<file path="src/design/filtered_proportional_controller_macros.svh">
// Assertion macros shared by the controller RTL files.
`ifndef FILTERED_PROPORTIONAL_CONTROLLER_MACROS_SVH
`define FILTERED_PROPORTIONAL_CONTROLLER_MACROS_SVH

// Same-cycle implication, sampled on clk, off during reset.
`define FPC_ASSERT_NOW(lbl, ante, cons, msg) \
    lbl: assert property (@(posedge clk) disable iff (!rst_n) (ante) |-> (cons)) \
        else $error(msg);

// Next-cycle implication, sampled on clk, off during reset.
`define FPC_ASSERT_NEXT(lbl, ante, cons, msg) \
    lbl: assert property (@(posedge clk) disable iff (!rst_n) (ante) |=> (cons)) \
        else $error(msg);

`endif

</file>
<file path="src/design/fpc_pkg.sv">
// Package: constants, codes and control types of the filtered proportional controller.
package fpc_pkg;

    localparam int FRAC_BITS_DEF   = 16;
    localparam int SAMPLE_BITS_DEF = 10;

    localparam int TICK_BITS  = 16;
    localparam int GAIN_BITS  = 8;
    localparam int DRIVE_BITS = 8;
    localparam int ADDR_BITS  = 5;
    localparam int APB_BITS   = 32;

    localparam int DRIVE_MAX        = 255;
    localparam int GAIN_RESET       = 3;
    localparam int REF_LOW_RESET    = 450;
    localparam int REF_HIGH_RESET   = 550;
    localparam int PERIOD_RESET     = 5000;
    // Default alpha is 0.05 in percent units, rounded to the fraction width.
    localparam int ALPHA_PERCENT    = 5;

    typedef enum logic [2:0] {
        REG_GAIN     = 3'd0,
        REG_REF_LOW  = 3'd1,
        REG_REF_HIGH = 3'd2,
        REG_PERIOD   = 3'd3,
        REG_ALPHA    = 3'd4
    } reg_index_t;

    typedef enum logic [1:0] {
        CLAMP_NONE = 2'd0,
        CLAMP_HIGH = 2'd1,
        CLAMP_LOW  = 2'd2
    } clamp_t;

    typedef enum logic [2:0] {
        ST_IDLE,
        ST_MUL_OLD,
        ST_SUM,
        ST_DIFF,
        ST_MUL_GAIN,
        ST_FINISH
    } ctrl_state_t;

    typedef struct packed {
        logic accept;
        logic mul_old;
        logic sum;
        logic diff;
        logic mul_gain;
        logic finish;
    } dp_cmd_t;

    typedef struct packed {
        logic out_free;
    } dp_status_t;

endpackage

</file>
<file path="src/design/filtered_proportional_controller.sv">
// Top level: configuration registers, sequencer and datapath of the filtered P controller.
//
// One sample item per control tick comes in on the s_ side; one result item per sample
// goes out on the m_ side. On each item the tick counter advances and, on reaching
// toggle_period, clears and flips the setpoint between ref_low and ref_high. The sample
// held from the previous item is run through a first-order low-pass filter
// (weight filter_alpha in Q1.FRAC_BITS, values above one act as one, truncating), the
// error setpoint minus filtered value is scaled by gain, truncated and clamped to
// 0..255; m_tuser reports which limit was hit (0 none, 1 high, 2 low). The result is
// loaded into the output register after the single multiplier has been used in turn
// for alpha*sample (at the accept edge), (1-alpha)*filter and gain*error, with the
// filter sum and the error subtraction between; a final step loads the result. An
// item holds the block from the idle cycle in which it is accepted until that final
// load, and while a waiting result sees m_tready low the final load is held back.
// s_tready is high only while the sequencer is idle; a result waiting in the
// output register does not stop the next item from being accepted, only its final load
// waits for m_tready. Configuration must go through the APB port only while no item
// is in work; the block itself does not enforce this. Registers sit at byte address
// 4*index: gain, ref_low, ref_high, toggle_period, filter_alpha.
module filtered_proportional_controller
    import fpc_pkg::*;
#(
    parameter int FRAC_BITS   = FRAC_BITS_DEF,
    parameter int SAMPLE_BITS = SAMPLE_BITS_DEF
)
(
    input  logic                  clk,
    input  logic                  rst_n,
    // slave stream, tdata: sample
    input  logic                  s_tvalid,
    output logic                  s_tready,
    input  logic [((SAMPLE_BITS + 7) / 8) * 8 - 1:0] s_tdata,
    // master stream, tdata: drive_level, filtered_level, setpoint
    output logic                  m_tvalid,
    input  logic                  m_tready,
    output logic [((DRIVE_BITS + 2 * SAMPLE_BITS + 7) / 8) * 8 - 1:0] m_tdata,
    // master stream, tuser: clamp_status
    output logic [1:0]            m_tuser,
    // APB configuration port
    input  logic                  psel,
    input  logic                  penable,
    input  logic                  pwrite,
    input  logic [ADDR_BITS-1:0]  paddr,
    input  logic [APB_BITS-1:0]   pwdata,
    output logic [APB_BITS-1:0]   prdata,
    output logic                  pready
);

    localparam int AW = FRAC_BITS + 1;
    // 0.05 in Q1.FRAC_BITS, rounded
    localparam int ALPHA_RESET = ((1 << FRAC_BITS) * ALPHA_PERCENT + 50) / 100;

    logic [GAIN_BITS-1:0]   gain_reg;
    logic [SAMPLE_BITS-1:0] ref_low_reg;
    logic [SAMPLE_BITS-1:0] ref_high_reg;
    logic [TICK_BITS-1:0]   period_reg;
    logic [AW-1:0]          alpha_reg;

    reg_index_t             reg_idx;
    logic                   wr_en;

    dp_cmd_t                cmd;
    dp_status_t             status;

    assign pready  = 1'b1;
    assign reg_idx = reg_index_t'(paddr[ADDR_BITS-1:2]);
    assign wr_en   = psel && penable && pwrite && pready;

    always_ff @(posedge clk or negedge rst_n)
    begin
        if (!rst_n)
        begin
            gain_reg     <= GAIN_BITS'(GAIN_RESET);
            ref_low_reg  <= SAMPLE_BITS'(REF_LOW_RESET);
            ref_high_reg <= SAMPLE_BITS'(REF_HIGH_RESET);
            period_reg   <= TICK_BITS'(PERIOD_RESET);
            alpha_reg    <= AW'(ALPHA_RESET);
        end
        else if (wr_en)
        begin
            unique case (reg_idx)
                REG_GAIN:     gain_reg     <= pwdata[GAIN_BITS-1:0];
                REG_REF_LOW:  ref_low_reg  <= pwdata[SAMPLE_BITS-1:0];
                REG_REF_HIGH: ref_high_reg <= pwdata[SAMPLE_BITS-1:0];
                REG_PERIOD:   period_reg   <= pwdata[TICK_BITS-1:0];
                REG_ALPHA:    alpha_reg    <= pwdata[AW-1:0];
                default:      ;
            endcase
        end
    end

    always_comb
    begin
        unique case (reg_idx)
            REG_GAIN:     prdata = APB_BITS'(gain_reg);
            REG_REF_LOW:  prdata = APB_BITS'(ref_low_reg);
            REG_REF_HIGH: prdata = APB_BITS'(ref_high_reg);
            REG_PERIOD:   prdata = APB_BITS'(period_reg);
            REG_ALPHA:    prdata = APB_BITS'(alpha_reg);
            default:      prdata = '0;
        endcase
    end

    fpc_ctrl u_ctrl (
        .clk      (clk),
        .rst_n    (rst_n),
        .s_tvalid (s_tvalid),
        .s_tready (s_tready),
        .status   (status),
        .cmd      (cmd)
    );

    fpc_datapath #(
        .FRAC_BITS   (FRAC_BITS),
        .SAMPLE_BITS (SAMPLE_BITS)
    ) u_datapath (
        .clk           (clk),
        .rst_n         (rst_n),
        .cmd           (cmd),
        .status        (status),
        .sample        (s_tdata[SAMPLE_BITS-1:0]),
        .gain          (gain_reg),
        .ref_low       (ref_low_reg),
        .ref_high      (ref_high_reg),
        .toggle_period (period_reg),
        .filter_alpha  (alpha_reg),
        .m_tvalid      (m_tvalid),
        .m_tready      (m_tready),
        .m_tdata       (m_tdata),
        .m_tuser       (m_tuser)
    );

endmodule

</file>
<file path="src/design/fpc_ctrl.sv">
// Sequencer for the controller datapath: one item through the shared multiplier.
module fpc_ctrl
    import fpc_pkg::*;
(
    input  logic       clk,
    input  logic       rst_n,
    input  logic       s_tvalid,
    output logic       s_tready,
    input  dp_status_t status,
    output dp_cmd_t    cmd
);

    ctrl_state_t state_reg;
    ctrl_state_t state_next;

    always_ff @(posedge clk or negedge rst_n)
    begin
        if (!rst_n)
        begin
            state_reg <= ST_IDLE;
        end
        else
        begin
            state_reg <= state_next;
        end
    end

    always_comb
    begin
        state_next = state_reg;
        cmd        = '0;
        s_tready   = 1'b0;
        unique case (state_reg)
            ST_IDLE:
            begin
                s_tready = 1'b1;
                if (s_tvalid)
                begin
                    cmd.accept = 1'b1;
                    state_next = ST_MUL_OLD;
                end
            end
            ST_MUL_OLD:
            begin
                cmd.mul_old = 1'b1;
                state_next  = ST_SUM;
            end
            ST_SUM:
            begin
                cmd.sum    = 1'b1;
                state_next = ST_DIFF;
            end
            ST_DIFF:
            begin
                cmd.diff   = 1'b1;
                state_next = ST_MUL_GAIN;
            end
            ST_MUL_GAIN:
            begin
                cmd.mul_gain = 1'b1;
                state_next   = ST_FINISH;
            end
            ST_FINISH:
            begin
                // hold until the output register can take the result
                if (status.out_free)
                begin
                    cmd.finish = 1'b1;
                    state_next = ST_IDLE;
                end
            end
            default:
            begin
                state_next = ST_IDLE;
            end
        endcase
    end

`include "filtered_proportional_controller_macros.svh"

    `FPC_ASSERT_NEXT(a_accept_starts_filter, s_tvalid && s_tready, state_reg == ST_MUL_OLD, "accepted item did not start the filter step")
    `FPC_ASSERT_NOW(a_single_command, 1'b1, $onehot0(cmd), "more than one datapath command")
    `FPC_ASSERT_NEXT(a_finish_returns_idle, cmd.finish, s_tready, "block not ready after result load")

endmodule

</file>
<file path="src/design/fpc_datapath.sv">
// Datapath: tick counter, low-pass filter, proportional law, clamp and output register.
module fpc_datapath
    import fpc_pkg::*;
#(
    parameter int FRAC_BITS   = FRAC_BITS_DEF,
    parameter int SAMPLE_BITS = SAMPLE_BITS_DEF
)
(
    input  logic                   clk,
    input  logic                   rst_n,
    input  dp_cmd_t                cmd,
    output dp_status_t             status,
    input  logic [SAMPLE_BITS-1:0] sample,
    input  logic [GAIN_BITS-1:0]   gain,
    input  logic [SAMPLE_BITS-1:0] ref_low,
    input  logic [SAMPLE_BITS-1:0] ref_high,
    input  logic [TICK_BITS-1:0]   toggle_period,
    input  logic [FRAC_BITS:0]     filter_alpha,
    output logic                   m_tvalid,
    input  logic                   m_tready,
    output logic [((DRIVE_BITS + 2 * SAMPLE_BITS + 7) / 8) * 8 - 1:0] m_tdata,
    output logic [1:0]             m_tuser
);

    localparam int FW  = SAMPLE_BITS + FRAC_BITS;
    localparam int AW  = FRAC_BITS + 1;
    localparam int PW  = AW + FW;
    localparam int DW  = DRIVE_BITS + 2 * SAMPLE_BITS;
    localparam int TDW = ((DW + 7) / 8) * 8;

    localparam logic [AW-1:0] ONE_FX    = {1'b1, {FRAC_BITS{1'b0}}};
    localparam logic [PW-1:0] LIMIT_FX  = PW'(DRIVE_MAX) << FRAC_BITS;

    // controller state
    logic [TICK_BITS-1:0]   tick_reg;
    logic                   sel_reg;
    logic [SAMPLE_BITS-1:0] prev_reg;
    logic [FW-1:0]          filt_reg;

    // working registers
    logic [PW-1:0]          prod_reg;
    logic [FW-1:0]          acc_reg;
    logic [FW-1:0]          mag_reg;
    logic                   neg_reg;

    // output register
    logic                   out_valid_reg;
    logic [DRIVE_BITS-1:0]  drive_out_reg;
    logic [SAMPLE_BITS-1:0] filt_out_reg;
    logic [SAMPLE_BITS-1:0] sp_out_reg;
    clamp_t                 clamp_out_reg;

    logic [TICK_BITS-1:0]   tick_inc;
    logic [AW-1:0]          alpha_sat;
    logic [AW-1:0]          mul_a;
    logic [FW-1:0]          mul_b;
    logic [PW-1:0]          mul_p;
    logic [SAMPLE_BITS-1:0] ref_sel;
    logic [FW-1:0]          ref_fx;
    logic [DRIVE_BITS-1:0]  drive_next;
    clamp_t                 clamp_next;

    assign tick_inc  = tick_reg + 1'b1;
    assign alpha_sat = (filter_alpha > ONE_FX) ? ONE_FX : filter_alpha;
    assign ref_sel   = sel_reg ? ref_high : ref_low;
    assign ref_fx    = {ref_sel, {FRAC_BITS{1'b0}}};

    // one shared multiplier, operands picked by the step
    always_comb
    begin
        mul_a = '0;
        mul_b = '0;
        if (cmd.accept)
        begin
            mul_a = alpha_sat;
            mul_b = FW'(prev_reg);
        end
        else if (cmd.mul_old)
        begin
            mul_a = ONE_FX - alpha_sat;
            mul_b = filt_reg;
        end
        else if (cmd.mul_gain)
        begin
            mul_a = AW'(gain);
            mul_b = mag_reg;
        end
    end

    assign mul_p = PW'(mul_a) * PW'(mul_b);

    // clamp: any negative nonzero product is low, strictly above max is high
    always_comb
    begin
        if (neg_reg && (prod_reg != '0))
        begin
            drive_next = '0;
            clamp_next = CLAMP_LOW;
        end
        else if (prod_reg > LIMIT_FX)
        begin
            drive_next = DRIVE_BITS'(DRIVE_MAX);
            clamp_next = CLAMP_HIGH;
        end
        else
        begin
            drive_next = prod_reg[FRAC_BITS +: DRIVE_BITS];
            clamp_next = CLAMP_NONE;
        end
    end

    always_ff @(posedge clk or negedge rst_n)
    begin
        if (!rst_n)
        begin
            tick_reg <= '0;
            sel_reg  <= 1'b0;
            prev_reg <= '0;
            filt_reg <= '0;
        end
        else
        begin
            if (cmd.accept)
            begin
                if (tick_inc >= toggle_period)
                begin
                    tick_reg <= '0;
                    sel_reg  <= ~sel_reg;
                end
                else
                begin
                    tick_reg <= tick_inc;
                end
                // old sample goes into the multiplier this same edge
                prev_reg <= sample;
            end
            if (cmd.sum)
            begin
                filt_reg <= acc_reg + prod_reg[FRAC_BITS +: FW];
            end
        end
    end

    always_ff @(posedge clk)
    begin
        if (cmd.accept || cmd.mul_old || cmd.mul_gain)
        begin
            prod_reg <= mul_p;
        end
        if (cmd.mul_old)
        begin
            acc_reg <= prod_reg[FW-1:0];
        end
        if (cmd.diff)
        begin
            if (filt_reg > ref_fx)
            begin
                neg_reg <= 1'b1;
                mag_reg <= filt_reg - ref_fx;
            end
            else
            begin
                neg_reg <= 1'b0;
                mag_reg <= ref_fx - filt_reg;
            end
        end
        if (cmd.finish)
        begin
            drive_out_reg <= drive_next;
            clamp_out_reg <= clamp_next;
            filt_out_reg  <= filt_reg[FRAC_BITS +: SAMPLE_BITS];
            sp_out_reg    <= ref_sel;
        end
    end

    always_ff @(posedge clk or negedge rst_n)
    begin
        if (!rst_n)
        begin
            out_valid_reg <= 1'b0;
        end
        else if (cmd.finish)
        begin
            out_valid_reg <= 1'b1;
        end
        else if (m_tready)
        begin
            out_valid_reg <= 1'b0;
        end
    end

    assign status.out_free = !out_valid_reg || m_tready;
    assign m_tvalid        = out_valid_reg;
    assign m_tdata         = TDW'({sp_out_reg, filt_out_reg, drive_out_reg});
    assign m_tuser         = clamp_out_reg;

`include "filtered_proportional_controller_macros.svh"

    `FPC_ASSERT_NEXT(a_finish_sets_valid, cmd.finish, out_valid_reg, "result load lost")
    `FPC_ASSERT_NOW(a_high_clamp_value, out_valid_reg && (clamp_out_reg == CLAMP_HIGH), drive_out_reg == DRIVE_BITS'(DRIVE_MAX), "high clamp without full drive")
    `FPC_ASSERT_NOW(a_low_clamp_value, out_valid_reg && (clamp_out_reg == CLAMP_LOW), drive_out_reg == '0, "low clamp with nonzero drive")

endmodule
</file>
<file path="config.mk">
export PLATFORM = sky130hd
export DESIGN_NAME = filtered_proportional_controller
export DESIGN_NICKNAME = d
export VERILOG_FILES = /design/src/design/fpc_pkg.sv /design/src/design/filtered_proportional_controller.sv /design/src/design/fpc_ctrl.sv /design/src/design/fpc_datapath.sv
export VERILOG_INCLUDE_DIRS = /design/src /design/src/design
export SDC_FILE = /design/constraint.sdc
export NUM_CORES = 2
export LEC_CHECK = 0
export BUFFER_PORTS_ARGS = -buffer_cell sky130_fd_sc_hd__buf_2
export CAP_MARGIN = 0
export CORE_UTILIZATION = 60
export CTS_BUF_LIST = sky130_fd_sc_hd__clkbuf_4
export CTS_CLUSTER_SIZE = 28
export DETAILED_ROUTE_END_ITERATION = 10
export HOLD_SLACK_MARGIN = 0.06
export PLACE_DENSITY = 0.78
export REMOVE_ABC_BUFFERS = 1
export SETUP_SLACK_MARGIN = 0.15
export SLEW_MARGIN = 20
export SYNTH_ARGS = -nofsm -noshare
export SYNTH_HDL_FRONTEND = slang
export SYNTH_HIERARCHICAL = 1
export SYNTH_SLANG_ARGS = --single-unit
export TNS_END_PERCENT = 100
</file>
<file path="constraint.sdc">
create_clock -name clk -period 25.7 [get_ports clk]
set_clock_uncertainty 0.1 [all_clocks]
set_input_delay 2.57 -clock clk [delete_from_list [all_inputs] [get_ports clk]]
set_output_delay 2.57 -clock clk [all_outputs]
set_load 0.005 [all_outputs]
</file>
==> PnR_summary.wiki <==
{| class="wikitable"
! Metric !! Value
|-
| Status || finished, final reports clean
|-
| Post-Place Worst Slack || 14.93 ns
|-
| Post-route ant nets || 0
|-
| Met3 Routed Length || 7.09 mm
|-
| Post-CTS repair timing setup buffer count || 0
|-
| Worst Setup EP || u_datapath/prod_reg[41]
|-
| Count of boundary I/O pins || 129
|-
| DR vias/cell || 5.95
|-
| Top routing layer in use || met4
|-
| Type of the worst min-delay path || register to register
|-
| HPWL Detailed || 59.1 mm
|-
| Largest fanout on the critical path || 45
|-
| RSZ-0062 raised after global routing || no
|-
| Worst reg-to-reg setup slack || 15.72 ns
|-
| Post-cts hold buffer count || 0
|-
| Launch instance of the worst min-delay path || u_datapath/prod_reg[2]
|-
| Number of instances resized during post-cts repair || 0
|-
| Achievable Freq || 98.6 MHz
|-
| Post-synthesis instance total || 2904
|-
| Area taken by flip-flops and latches || 6760 um2
|-
| Max reg flops || 43
|-
| Global route overflow || 0
|-
| Number of filler cells placed in the layout || 3689
|-
| Sum of internal, switching and leakage power || 3490 uW
|-
| Worst setup path class || input port to register
|-
| Number of antenna violations at the first check in global routing || 1
|-
| Number of buffers on the longest clock path || 3
|-
| Yosys top cell by area || fa_1
|-
| Share of the synthesized area in the top cell type || 26.0%
|-
| Detailed router's first-iteration violation count || 1935
|-
| Length of routed met2 wiring || 35.1 mm
|-
| Standard-cell rows || 78
|-
| Setup crit start || s_tvalid
|-
| Post-route DRC || 0
|-
| Flip-flop and latch count after synthesis || 244
|-
| Commonest cells post-synth || inv_1 (537), nand2_1 (435), fa_1 (361), ha_1 (179), nor2_1 (147)
|-
| Kind of cell with the highest combined delay on the critical path || adder cells
|-
| Standard cell core area || 45500 um2
|-
| Least-Margin Pin Slew || 1.14 ns
|-
| Reg2reg end || u_datapath/prod_reg[41]
|-
| Root buffer cell || clkbuf_4
|-
| Drt total wl || 75.9 mm
|-
| Maximum number of pins on one net before global-route repair || 79
|-
| Port bufs || 85
|-
| H-tree levels || 2
|-
| Areal power density over the cells || 118 nW/um2
|-
| Placed Instance Area || 28800 um2
|-
| Largest cells by area after synthesis || fa_1 (26%), edfxtp_1 (14%), dfrtp_1 (8.6%)
|-
| Number of iterations in the first detailed-routing pass || 6
|-
| Critical Path Source Type || input port
|-
| Syn avg cell area || 9.57 um2
|-
| Count of nets after finishing || 3580
|-
| Period minus WS final || 10.15 ns
|-
| Number of flops mapped to enable cells by yosys || 126
|-
| Die footprint || 47200 um2
|-
| Routability Congestion || 0.964
|-
| Share of layout cells above drive strength 1 || 13.5%
|-
| Flip-flop cell with the highest count after synthesis || edfxtp_1
|-
| Syn Std Cell Area || 27800 um2
|-
| Depth of the critical timing path with buffers and inverters included || 28
|-
| Initial Utilization || 61.1%
|-
| Area growth, synth to finish || 6.18%
|-
| Number of buffers created by CTS || 58
|-
| Global-route usage over all layers || 33.0%
|-
| Signal arrival time at the worst endpoint || 10.53 ns
|-
| Number of warnings printed during yosys synthesis || 6
|-
| Async set-reset flop share out of synthesis || 48.4%
|-
| Maximum ir drop on the vdd rail || 0.0000662 V
|-
| Area of the multi-input gates || 18400 um2
|-
| Placed Cells || 3520
|-
| Final Instance Area || 29500 um2
|-
| Depth of the worst register-to-register path || 33
|-
| Clock-pin transition on the worst setup and hold timing paths || 0.08 ns
|-
| Number of library cell types mapped by synthesis || 92
|-
| Static Leak || 0.0142 uW
|-
| Most common cell in the synthesized netlist || inv_1
|-
| Worst relative slew slack || 23.2%
|-
| Endpoint class of the critical path || register
|-
| Setup violation total in the final timing report || 0
|-
| RR Startpoint || alpha_reg[9]
|-
| Worst stage delay on the critical path || 0.81 ns
|-
| Crit share post-route || 39.5%
|-
| Routed metal-1 wire length || 29.8 mm
|-
| Worst Setup Slack, final || 15.55 ns
|-
| Aggregate negative setup slack || 0 ns
|-
| Endpoints failing hold || 0
|-
| Die Span Y || 217 um
|-
| Max-slew violation total from the final report || 0
|-
| Number of buffers and inverters on the critical path || 8
|-
| Number of violations of the max-capacitance limit || 0
|-
| Vias || 21600
|-
| Worst endpoint required time || 26.08 ns
|-
| Clock tree from TritonCTS || yes
|-
| Global-route wire length before repair || 120 mm
|-
| Final routed wire length divided by cell count || 20.9 um
|-
| Layout Cells excl Fill || 3631
|-
| Total number of clock tree sinks || 244
|-
| Fraction of the yosys area taken by sequential cells || 24.3%
|-
| Die width || 217 um
|-
| Source-to-sink clock delay at the later pin of the worst-skew pair || 0.73 ns
|-
| Number of global-route vias before repair || 22400
|-
| Slowest stage cell on the critical path || a21o_1
|}
layer usage:
metal	vias up	track usage, %
met5	-	0
met4	0	15.6
met3	247	5.60
met2	1109	53.0
met1	10700	43.8
li1	9512	-
where the power goes:
part | internal [uW] | leakage, uW | switching (uW)
clock | 152 | 0.000445 | 161
combinational | 859 | 0.0112 | 1530
sequential | 642 | 0.00263 | 148
total | 1650 | 0.0142 | 1840
cell families (layout without fill, tap and decap cells):
family | after synthesis | in the layout | share of synthesized area [%]
other | 3 | 21 | 0.0405
muxes | 117 | 117 | 4.95
DFF | 244 | 244 | 24.3
and+or+nand+nor | 821 | 821 | 13.6
xor gates and xnor gates | 101 | 101 | 3.18
buffers and inverters | 671 | 780 | 9.76
adders and majority gates | 540 | 540 | 34.1
AOI/OAI and AO/OA | 407 | 407 | 10.1
how the worst min path moves through the flow:
| stage | endpoint | slack [ns] | depth (start not counted) |
|---|---|---|---|
| 2_1_floorplan | u_datapath/acc_reg[10] | 0.33 | 0 |
| 3_3_place_gp | u_datapath/acc_reg[10] | 0.34 | 0 |
| 3_5_place_dp | u_datapath/acc_reg[2] | 0.34 | 0 |
| 4_1_cts | u_datapath/acc_reg[2] | 0.36 | 0 |
| 5_1_grt | u_datapath/acc_reg[2] | 0.37 | 0 |
| 6_report | u_datapath/acc_reg[2] | 0.36 | 0 |
final cells by class:
class,count,share of cell area (%)
multi-input cells,2006,62.5
flip-flops and latches,244,22.9
inverters,539,6.86
repair buffers,131,2.62
well taps,600,2.54
clock buffers,84,2.14
clock inverters,26,0.390
diodes,1,0.00848
cell usage in the layout (no fill, tap or decap), types with 9 or more instances in the layout:
| master | synthesis | layout |
|---|---|---|
| inv_1 | 537 | 537 |
| nand2_1 | 435 | 435 |
| fa_1 | 361 | 361 |
| ha_1 | 179 | 179 |
| nor2_1 | 147 | 147 |
| edfxtp_1 | 126 | 126 |
| dfrtp_1 | 96 | 96 |
| clkbuf_4 | 0 | 84 |
| buf_2 | 25 | 84 |
| a21oi_1 | 88 | 84 |
| mux2_2 | 78 | 78 |
| o21ai_0 | 71 | 69 |
| xnor2_1 | 67 | 67 |
| a21o_1 | 56 | 56 |
| buf_4 | 29 | 47 |
| and2_1 | 39 | 38 |
| xor2_1 | 34 | 34 |
| a22oi_1 | 31 | 31 |
| nand3_1 | 29 | 29 |
| nor3_1 | 28 | 27 |
| nor4_1 | 25 | 25 |
| dfstp_2 | 22 | 22 |
| conb_1 | 3 | 20 |
| o21a_1 | 20 | 20 |
| nor2b_1 | 20 | 19 |
| clkinv_1 | 1 | 18 |
| mux2i_1 | 19 | 18 |
| mux2_4 | 18 | 18 |
| nand2b_1 | 17 | 17 |
| a22o_1 | 16 | 15 |
| nand4_1 | 15 | 15 |
| a31oi_1 | 13 | 13 |
| and3_1 | 11 | 11 |
| or3_1 | 11 | 10 |
| o21ai_1 | 10 | 10 |
| a211oi_1 | 10 | 10 |
| o2bb2ai_1 | 9 | 9 |
through the flow:
step,hold slack [ns],utilization [%]
floorplan,0.327,-
global placement,0.336,63.2
detailed placement,0.344,63.2
CTS,0.363,64.9
global route,0.367,64.9
finish,0.363,64.9
Power figures use the tool's default switching activity.
